--- src/hdl/iec958_subframe_builder_defines.svh ---
// ----------------------------------------------------------------------------
// iec958_subframe_builder_defines
// Assertion macros for the IEC958 subframe builder.
// ----------------------------------------------------------------------------
`ifndef IEC958_SUBFRAME_BUILDER_DEFINES_SVH
`define IEC958_SUBFRAME_BUILDER_DEFINES_SVH

// same-cycle implication, checked outside reset
`define ISB_ASSERT_IMP(lbl, ante, cons, msg) \
	lbl: assert property (@(posedge clk) disable iff (!arst_n) (ante) |-> (cons)) \
		else $error(msg);

// next-cycle implication, checked outside reset
`define ISB_ASSERT_NXT(lbl, ante, cons, msg) \
	lbl: assert property (@(posedge clk) disable iff (!arst_n) (ante) |=> (cons)) \
		else $error(msg);

`endif

--- src/hdl/isb_pkg.sv ---
// ----------------------------------------------------------------------------
// isb_pkg
// Constants and subframe packing for the IEC958 subframe builder.
// ----------------------------------------------------------------------------
package isb_pkg;

	localparam int SAMPLE_W         = 16;
	localparam int SUBFRAME_W       = 32;
	localparam int STATUS_W         = 64;
	localparam int CFG_INDEX_W      = 2;
	localparam int CNT_W            = 8;
	localparam int FRAMES_PER_BLOCK = 192;
	localparam int SAMPLE_LSB       = 11;
	localparam int STATUS_BIT       = 29;
	localparam int PARITY_BIT       = 30;
	localparam int BLOCK_BIT        = 31;

	typedef logic [CFG_INDEX_W-1:0] cfg_index_t;

	localparam cfg_index_t REG_STATUS_LOW  = 2'd0;
	localparam cfg_index_t REG_STATUS_MID  = 2'd1;
	localparam cfg_index_t REG_STATUS_HIGH = 2'd2;

	typedef logic [SUBFRAME_W-1:0] subframe_t;

	// B P C U V | sample | zeros; parity is even over the sample and C
	function automatic subframe_t build_subframe(input logic [SAMPLE_W-1:0] sample,
			input logic status, input logic block_start);
		subframe_t word;
		word = '0;
		word[SAMPLE_LSB +: SAMPLE_W] = sample;
		word[STATUS_BIT]             = status;
		word[PARITY_BIT]             = (^sample) ^ status;
		word[BLOCK_BIT]              = block_start;
		return word;
	endfunction

endpackage

--- src/hdl/iec958_subframe_builder.sv ---
// ----------------------------------------------------------------------------
// iec958_subframe_builder
// Packs one stereo frame into two IEC958 subframes with channel status,
// parity and block start taken from a 192-frame counter.
// ----------------------------------------------------------------------------
//  channel | handshake            | payload
//  --------+----------------------+------------------------------------
//  in      | in_valid / in_stall  | left_sample, right_sample
//  out     | out_valid / out_stall| left_subframe, right_subframe
//  cfg     | cfg_valid / cfg_ready| cfg_index, cfg_data (always ready)
//
// One frame per cycle while no stall holds it; a frame is registered in
// the input register and then in the result register before it leaves.
// Input register then result register; subframe logic sits between them.
// A stalled output holds the result register; the input side stalls only
// when the input register is full and cannot move on.
// Reset clears the frame counter, the status words and the valid flags.
module iec958_subframe_builder (
	input  logic                             clk,
	input  logic                             arst_n,
	input  logic                             in_valid,
	output logic                             in_stall,
	input  logic signed [isb_pkg::SAMPLE_W-1:0] left_sample,
	input  logic signed [isb_pkg::SAMPLE_W-1:0] right_sample,
	output logic                             out_valid,
	input  logic                             out_stall,
	output logic [isb_pkg::SUBFRAME_W-1:0]   left_subframe,
	output logic [isb_pkg::SUBFRAME_W-1:0]   right_subframe,
	input  logic                             cfg_valid,
	output logic                             cfg_ready,
	input  isb_pkg::cfg_index_t              cfg_index,
	input  logic [isb_pkg::STATUS_W-1:0]     cfg_data
);
	import isb_pkg::*;

	`include "iec958_subframe_builder_defines.svh"

	localparam logic [CNT_W-1:0] CNT_LAST = CNT_W'(FRAMES_PER_BLOCK - 1);

	logic [STATUS_W-1:0] status_low_q, status_mid_q, status_high_q;
	logic [CNT_W-1:0]    frame_cnt_q;

	logic                valid_s1;
	logic [SAMPLE_W-1:0] left_s1, right_s1;
	logic [CNT_W-1:0]    cnt_s1;

	logic      out_move, s1_move, in_xfer;
	logic [STATUS_W-1:0] status_word;
	logic      status_bit, block_start;

	assign cfg_ready = 1'b1;

	assign out_move = !out_valid || !out_stall;
	assign s1_move  = !valid_s1 || out_move;
	assign in_stall = !s1_move;
	assign in_xfer  = in_valid && s1_move;

	always_ff @(posedge clk or negedge arst_n) begin
		if (!arst_n) begin
			status_low_q  <= '0;
			status_mid_q  <= '0;
			status_high_q <= '0;
		end else if (cfg_valid && cfg_ready) begin
			unique case (cfg_index)
				REG_STATUS_LOW:  status_low_q  <= cfg_data;
				REG_STATUS_MID:  status_mid_q  <= cfg_data;
				REG_STATUS_HIGH: status_high_q <= cfg_data;
				default: ;
			endcase
		end
	end

	always_ff @(posedge clk or negedge arst_n) begin
		if (!arst_n) begin
			frame_cnt_q <= '0;
		end else if (in_xfer) begin
			frame_cnt_q <= (frame_cnt_q == CNT_LAST) ? '0 : frame_cnt_q + 1'b1;
		end
	end

	// input register
	always_ff @(posedge clk or negedge arst_n) begin
		if (!arst_n) begin
			valid_s1 <= 1'b0;
		end else if (s1_move) begin
			valid_s1 <= in_valid;
		end
	end

	always_ff @(posedge clk) begin
		if (in_xfer) begin
			left_s1  <= left_sample;
			right_s1 <= right_sample;
			cnt_s1   <= frame_cnt_q;
		end
	end

	// counter stays below 192, so the top two bits pick the word
	always_comb begin
		unique case (cnt_s1[CNT_W-1 -: 2])
			2'd0:    status_word = status_low_q;
			2'd1:    status_word = status_mid_q;
			default: status_word = status_high_q;
		endcase
	end

	assign status_bit  = status_word[cnt_s1[5:0]];
	assign block_start = (cnt_s1 == '0);

	// result register
	always_ff @(posedge clk or negedge arst_n) begin
		if (!arst_n) begin
			out_valid <= 1'b0;
		end else if (out_move) begin
			out_valid <= valid_s1;
		end
	end

	always_ff @(posedge clk) begin
		if (out_move && valid_s1) begin
			left_subframe  <= build_subframe(left_s1, status_bit, block_start);
			right_subframe <= build_subframe(right_s1, status_bit, block_start);
		end
	end

	`ISB_ASSERT_IMP(a_cnt_range, 1'b1, frame_cnt_q <= CNT_LAST, "frame counter out of range")
	`ISB_ASSERT_NXT(a_cnt_step, in_valid && !in_stall,
		frame_cnt_q == (($past(frame_cnt_q) == CNT_LAST) ? '0 : $past(frame_cnt_q) + 1'b1),
		"frame counter did not advance on transfer")
	`ISB_ASSERT_IMP(a_shared_flags, out_valid,
		left_subframe[BLOCK_BIT] == right_subframe[BLOCK_BIT] &&
		left_subframe[STATUS_BIT] == right_subframe[STATUS_BIT],
		"subframes of one frame disagree on status or block start")
	`ISB_ASSERT_NXT(a_s1_held, valid_s1 && !s1_move && !out_move, valid_s1,
		"input register lost a held frame")

endmodule
--- config.mk ---
export PLATFORM = sky130hd
export DESIGN_NAME = iec958_subframe_builder
export DESIGN_NICKNAME = d
export VERILOG_FILES = /design/src/hdl/isb_pkg.sv /design/src/hdl/iec958_subframe_builder.sv
export VERILOG_INCLUDE_DIRS = /design/src /design/src/hdl
export SDC_FILE = /design/constraint.sdc
export NUM_CORES = 1
export LEC_CHECK = 0
export BUFFER_PORTS_ARGS = -buffer_cell sky130_fd_sc_hd__buf_2
export CAP_MARGIN = 20
export CORE_UTILIZATION = 40
export DETAILED_ROUTE_END_ITERATION = 10
export GPL_TIMING_DRIVEN = 0
export SKIP_CTS_REPAIR_TIMING = 1
export SLEW_MARGIN = 20
export SYNTH_ARGS = -nofsm -noshare
export SYNTH_HDL_FRONTEND = slang
export SYNTH_SLANG_ARGS = --single-unit
--- constraint.sdc ---
create_clock -name clk -period 3.4 [get_ports clk]
set_clock_uncertainty 0.2 [all_clocks]
set_input_delay 0.17 -clock clk [delete_from_list [all_inputs] [get_ports clk]]
set_output_delay 0.17 -clock clk [all_outputs]
set_load 0.02 [all_outputs]
# --- After elaboration in Yosys (flattened, before gate mapping) ---
# Cells that the tools add are included.
totals:
  reg_bits: 280
  latch_bits: 0
  ram_bits: 0
  romBits: 0
  in_bits: 103
  output_inout_bits: 67
  memories: 0
classes:
  addsub: 1
  mul: 0
  n_div: 0
  n_lt_le_gt_ge: 1
  eq_ne: 4
  shift: 0
  mux: 4
  bitwise_logic: 2
  n_reduce_logical: 16
op_table:
  columns: ["operator", "n"]
  rows:
  - ["one-hot mux 64 bit (2 select lines)", 1]
  - ["XOR reduction 16 bit", 2]
  - ["adder 8 x 1 -> 8 bit, second input constant", 1]
  - ["equality test 8 bit, second input constant", 1]
  - ["logical NOT 8 bit", 1]
  - ["two-way mux 8 bit", 1]
  - ["less-than comparator 6 x 7 -> 1 bit, second input constant", 1]
  - ["binary-select mux 1 bit (select 6 bit)", 1]
  - ["AND reduction 2 bit", 3]
  - ["equality test 2 x 1 -> 1 bit, second input constant", 2]
  - ["logical NOT 1 bit", 4]
  - ["logical NOT 2 bit", 2]
  - ["equality test 2 bit, second input constant", 1]
  - ["logical AND 1 bit", 2]
  - ["logical OR 1 bit", 2]
  - ["bitwise XOR 1 bit", 2]
  - ["two-way mux 1 bit", 1]

# --- Depth between registers and ports, before layout ---
depth:
  word_depth: 5
  depth_mapped: 10
  depth_no_buf: 7

# --- Worst setup path after synthesis ---
# Ideal clock, no wire load.
synth_path:
  path_kind: "reg-to-reg"
  start: "register out_valid"
  end: "register left_subframe[11] in the netlist's numbering (enable)"
  setup_time_ps: 484
  arrival_time_ps: 3161
  t_required_ps: 2716
  slack_ps: -445
  path_stages_with_launch: 2
  path_buffers: 0
  period_less_slack_ps: 3845
  cell_sequence: "dfrtp_1 a21boi_0"
synth_between:
  elab_chain_cells: 3
synth_lines:
  columns: ["element", "line", "source"]
  rows:
  - ["start: declaration", "iec958_subframe_builder.sv:25", "output logic out_valid,"]
  - ["start signal: assignment", "iec958_subframe_builder.sv:115", "out_valid <= valid_s1;"]
  - ["logical NOT 1 bit", "iec958_subframe_builder.sv:53", "assign out_move = !out_valid || !out_stall;"]
  - ["logical OR 1 bit", "iec958_subframe_builder.sv:53", null]
  - ["logical AND 1 bit", "iec958_subframe_builder.sv:120", "if (out_move && valid_s1) begin"]
  - ["end signal: assignment", "iec958_subframe_builder.sv:121", "left_subframe <= build_subframe(left_s1, status_bit, block_start);"]
  - ["end: declaration", "iec958_subframe_builder.sv:27", "output logic [isb_pkg::SUBFRAME_W-1:0] left_subframe,"]
# No other way between the ends.
# A chain may end at the register's enable or synchronous reset.

# --- Worst setup path after layout ---
layout_path:
  start: "register cnt_s1[1]"
  end: "register left_subframe[30] in the netlist's numbering, data pin"
layout_between:
  elab_chain_cells: 3
layout_lines:
  columns: ["element", "line", "source"]
  rows:
  - ["start: declaration", "iec958_subframe_builder.sv:45", "logic [CNT_W-1:0] cnt_s1;"]
  - ["start signal: assignment", "iec958_subframe_builder.sv:94", "cnt_s1 <= frame_cnt_q;"]
  - ["binary-select mux 1 bit (select 6 bit)", "iec958_subframe_builder.sv:107", "assign status_bit = status_word[cnt_s1[5:0]];"]
  - ["two-way mux 1 bit (implied by the code)", "iec958_subframe_builder.sv:107", null]
  - ["bitwise XOR 1 bit", "isb_pkg.sv:33", "word[PARITY_BIT] = (^sample) ^ status;"]
# No other way between the ends. The select of a mux whose other input is x is not followed.

==> flow_metrics.py <==
metrics = {
    "clocking": {
        "clock-sinks": 278,
        "cts-buffers-inserted": 31,
        "clkTransAtPathRegs_ps": 60,
        "cts_max_level": 1,
        "clk_latency_ps": 560,
        "cts_tree": "yes",
        "clock-root-buffer": "clkbuf_16",
        "cts_buffer_depth": 3,
    },
    "global_route": {
        "grt_max_degree": 71,
        "grt_pass1_wl_um": 44400,
        "first_global_vias": 7587,
        "antenna_found_initial": 0,
        "gr-total-overflow": 0,
        "grt.total_usage_pct": 18.7,
    },
    "place": {
        "port_buffers": 142,
        "detailed_place_hpwl_um": 19900,
        "place_congestion": 0.869,
        "post-place-cells": 1364,
    },
    "critical_path": {
        "ff2ff_setup_slack_ps": 450,
        "critical_path_class": "flip-flop to flip-flop",
        "cp_data_required_time_ps": 3490,
        "worstSetupStartpointType": "flip-flop",
        "regToRegEndpoint": "left_subframe[30]",
        "r2r_cells": 9,
        "cp-end-kind": "flip-flop",
        "r2r-start": "cnt_s1[1]",
        "cp.arrival_ps": 3040,
        "cp_max_fo": 10,
    },
    "hold_path": {
        "hold_path_class": "primary input to flip-flop",
        "hold_depth": 2,
        "worstHoldStart": "right_sample[2]",
        "hold_path_end": "right_s1[2]",
    },
    "logic_synthesis": {
        "ys_seq_area_share_pct": 60.0,
        "synthXorXnorAreaFrac_pct": 2.65,
        "ys_warn_count": 0,
        "synth_top_family_by_area": "multiplexers",
        "synth-edff-count": 76,
        "synth-seq-cells": 278,
        "syn_inst": 803,
        "synth-main-ff-cell": "dfrtp_1",
        "avgSynthCellArea_sq_um": 15.2,
        "synth-adder-area-share_pct": 0.102,
        "synth_cell_types": 53,
        "synthSimpleGateAreaFrac_pct": 2.97,
        "async_flop_share_pct": 72.7,
        "synth_compound_area_share_pct": 3.63,
        "synthMuxAreaShare_pct": 26.4,
        "syn_area_sq_um": 12200,
    },
    "routing": {
        "ant_nets": 0,
        "vias_per_cell": 5.03,
        "drt_iter0_drc": 493,
        "drc": 0,
        "wl_per_cell_um": 19.0,
        "drt_pass1_iterations": 5,
        "wirelength_um": 29000,
        "vias": 7662,
    },
    "timing": {
        "max_freq_mhz": 339,
        "finalCriticalPeriod_ps": 2950,
        "rsz0062_at_grt": "no",
        "hold_violations": 0,
        "hold-worst-slack_ps": 129,
        "tightest_slew_ps": 916,
        "finalMaxSlewViolations": 0,
        "maxSlewHeadroom_pct": 38.9,
        "setup_viol": 0,
        "period_share_pct": 86.8,
    },
    "cells_and_area": {
        "fin_util_pct": 52.4,
        "drive_above_1_share_pct": 42.5,
        "fin_cells": 1523,
        "most-common-layout-cells": "mux2_2, dfrtp_1, buf_2, dlygate4sd3_1, edfxtp_1",
        "area_growth_pct": 28.1,
        "antenna-diode-count": 0,
        "final_common_cell": "mux2_2",
        "nNetsFinal": 1213,
    },
    "flow_run": {
        "maxCapViolCount": 0,
    },
    "die": {
        "io_pins": 170,
        "start_util_pct": 40.9,
        "core_sq_um": 29900,
        "dieArea_sq_um": 31300,
        "row_count": 63,
        "die_y_um": 177,
        "die_x_um": 177,
    },
    "run_status": {
        "status": "finished, final reports clean",
    },
    "pwr": {
        "peakVddDrop_mv": 0.470,
        "power_density_nw_per_um2": 612,
        "power_leakage_uw": 0.00670,
    },
}
==> how the worst max path moves through the flow <==
stage,start,to,slack (ps)
after global placement,arst_n,valid_s1,-1640
after CTS,cnt_s1[1],left_subframe[30],410
final,cnt_s1[1],left_subframe[30],450
after global routing,cnt_s1[7],left_subframe[30],270
after detailed placement,cnt_s1[1],left_subframe[30],420
after floorplan,out_valid,frame_cnt_q[5],370
==> kinds of logic (layout without fill, tap and decap cells) <==
family	count (synthesis)	in the layout
AND/OR/NAND/NOR	74	74
buffers and inverters	85	390
other	2	27
flip-flops	278	278
multiplexers	264	264
adder cells (fa/ha/maj)	1	1
AO/OA/AOI/OAI	62	62
XOR/XNOR	37	37
==> registers in the layout, indices dropped and copies added (netlist names) <==
| name | flops |
|---|---|
| status_high_q | 64 |
| status_low_q | 64 |
| cnt_s1 | 8 |
| left_subframe | 17 |
| left_s1 | 16 |
| status_mid_q | 64 |
| right_s1 | 16 |
| frame_cnt_q | 8 |
| out_valid | 1 |
| valid_s1 | 1 |
| right_subframe | 19 |
==> report_power, final <==
group | internal [uW] | switching [uW] | leakage [uW]
Clock | 1930 | 1330 | 0.000502
Sequential | 4040 | 299 | 0.00311
Combinational | 1070 | 935 | 0.00309
Total | 7040 | 2560 | 0.00670
==> critical path, stage by stage (launching register included) <==
cell and delay [ps]:
edfxtp_1 390, buf_6 200, buf_4 240, buf_6 200, mux4_2 310, mux2i_1 280
nor3_1 80, o32ai_1 350, a32o_2 340, xnor2_1 90
==> metrics by stage <==
stage | TNS [ps] | area, sq um | total power, uW | setup WS, ps
final | 0 | 15700 | 9600 | 449
after global routing | 0 | 15700 | 10100 | 268
after global placement | -332670 | 13500 | 6250 | -1640
after detailed placement | 0 | 13700 | 6320 | 417
after CTS | 0 | 14600 | 9600 | 406
after floorplan | 0 | 12300 | 5680 | 374
==> layer usage <==
metal	track usage, %	routed length [um]
met1	25.1	12800
met2	30.9	14200
met3	3.89	1520
met4	4.45	516
met5	0	0
==> final cells by class <==
| cell class | instances | area, sq um |
|---|---|---|
| plain buffers | 76 | 484 |
| flip-flops and latches | 278 | 7340 |
| repair buffers | 248 | 1850 |
| multi-input cells | 465 | 4480 |
| clock buffers | 36 | 815 |
| inverters | 9 | 33.8 |
| well taps | 390 | 488 |
| clock inverters | 21 | 178 |
| fillers | 2557 | 14200 |
==> synth_stat cells, types with 3 or more instances <==
cell / count / area [sq um]
nand2_1: 23 / 86.3
a21oi_1: 7 / 35.0
mux2_2: 205 / 2310
xnor2_1: 34 / 298
xor2_1: 3 / 26.3
o211ai_1: 8 / 60.1
nand4_1: 3 / 18.8
edfxtp_1: 76 / 2280
inv_1: 9 / 33.8
o221ai_1: 3 / 26.3
clkbuf_1: 27 / 101
nand3b_1: 3 / 22.5
and2_1: 4 / 25.0
buf_2: 8 / 40.0
o2111ai_1: 5 / 43.8
dfrtp_1: 202 / 5050
nor3_1: 3 / 15.0
nor2_1: 17 / 63.8
mux4_2: 25 / 563
mux2i_1: 31 / 310
a31oi_1: 5 / 31.3
buf_6: 5 / 56.3
o21ai_0: 14 / 70.1
buf_4: 34 / 255
nand3_1: 10 / 50.1
a22oi_1: 4 / 30.0
No activity file was read; power rests on OpenSTA's default activity.
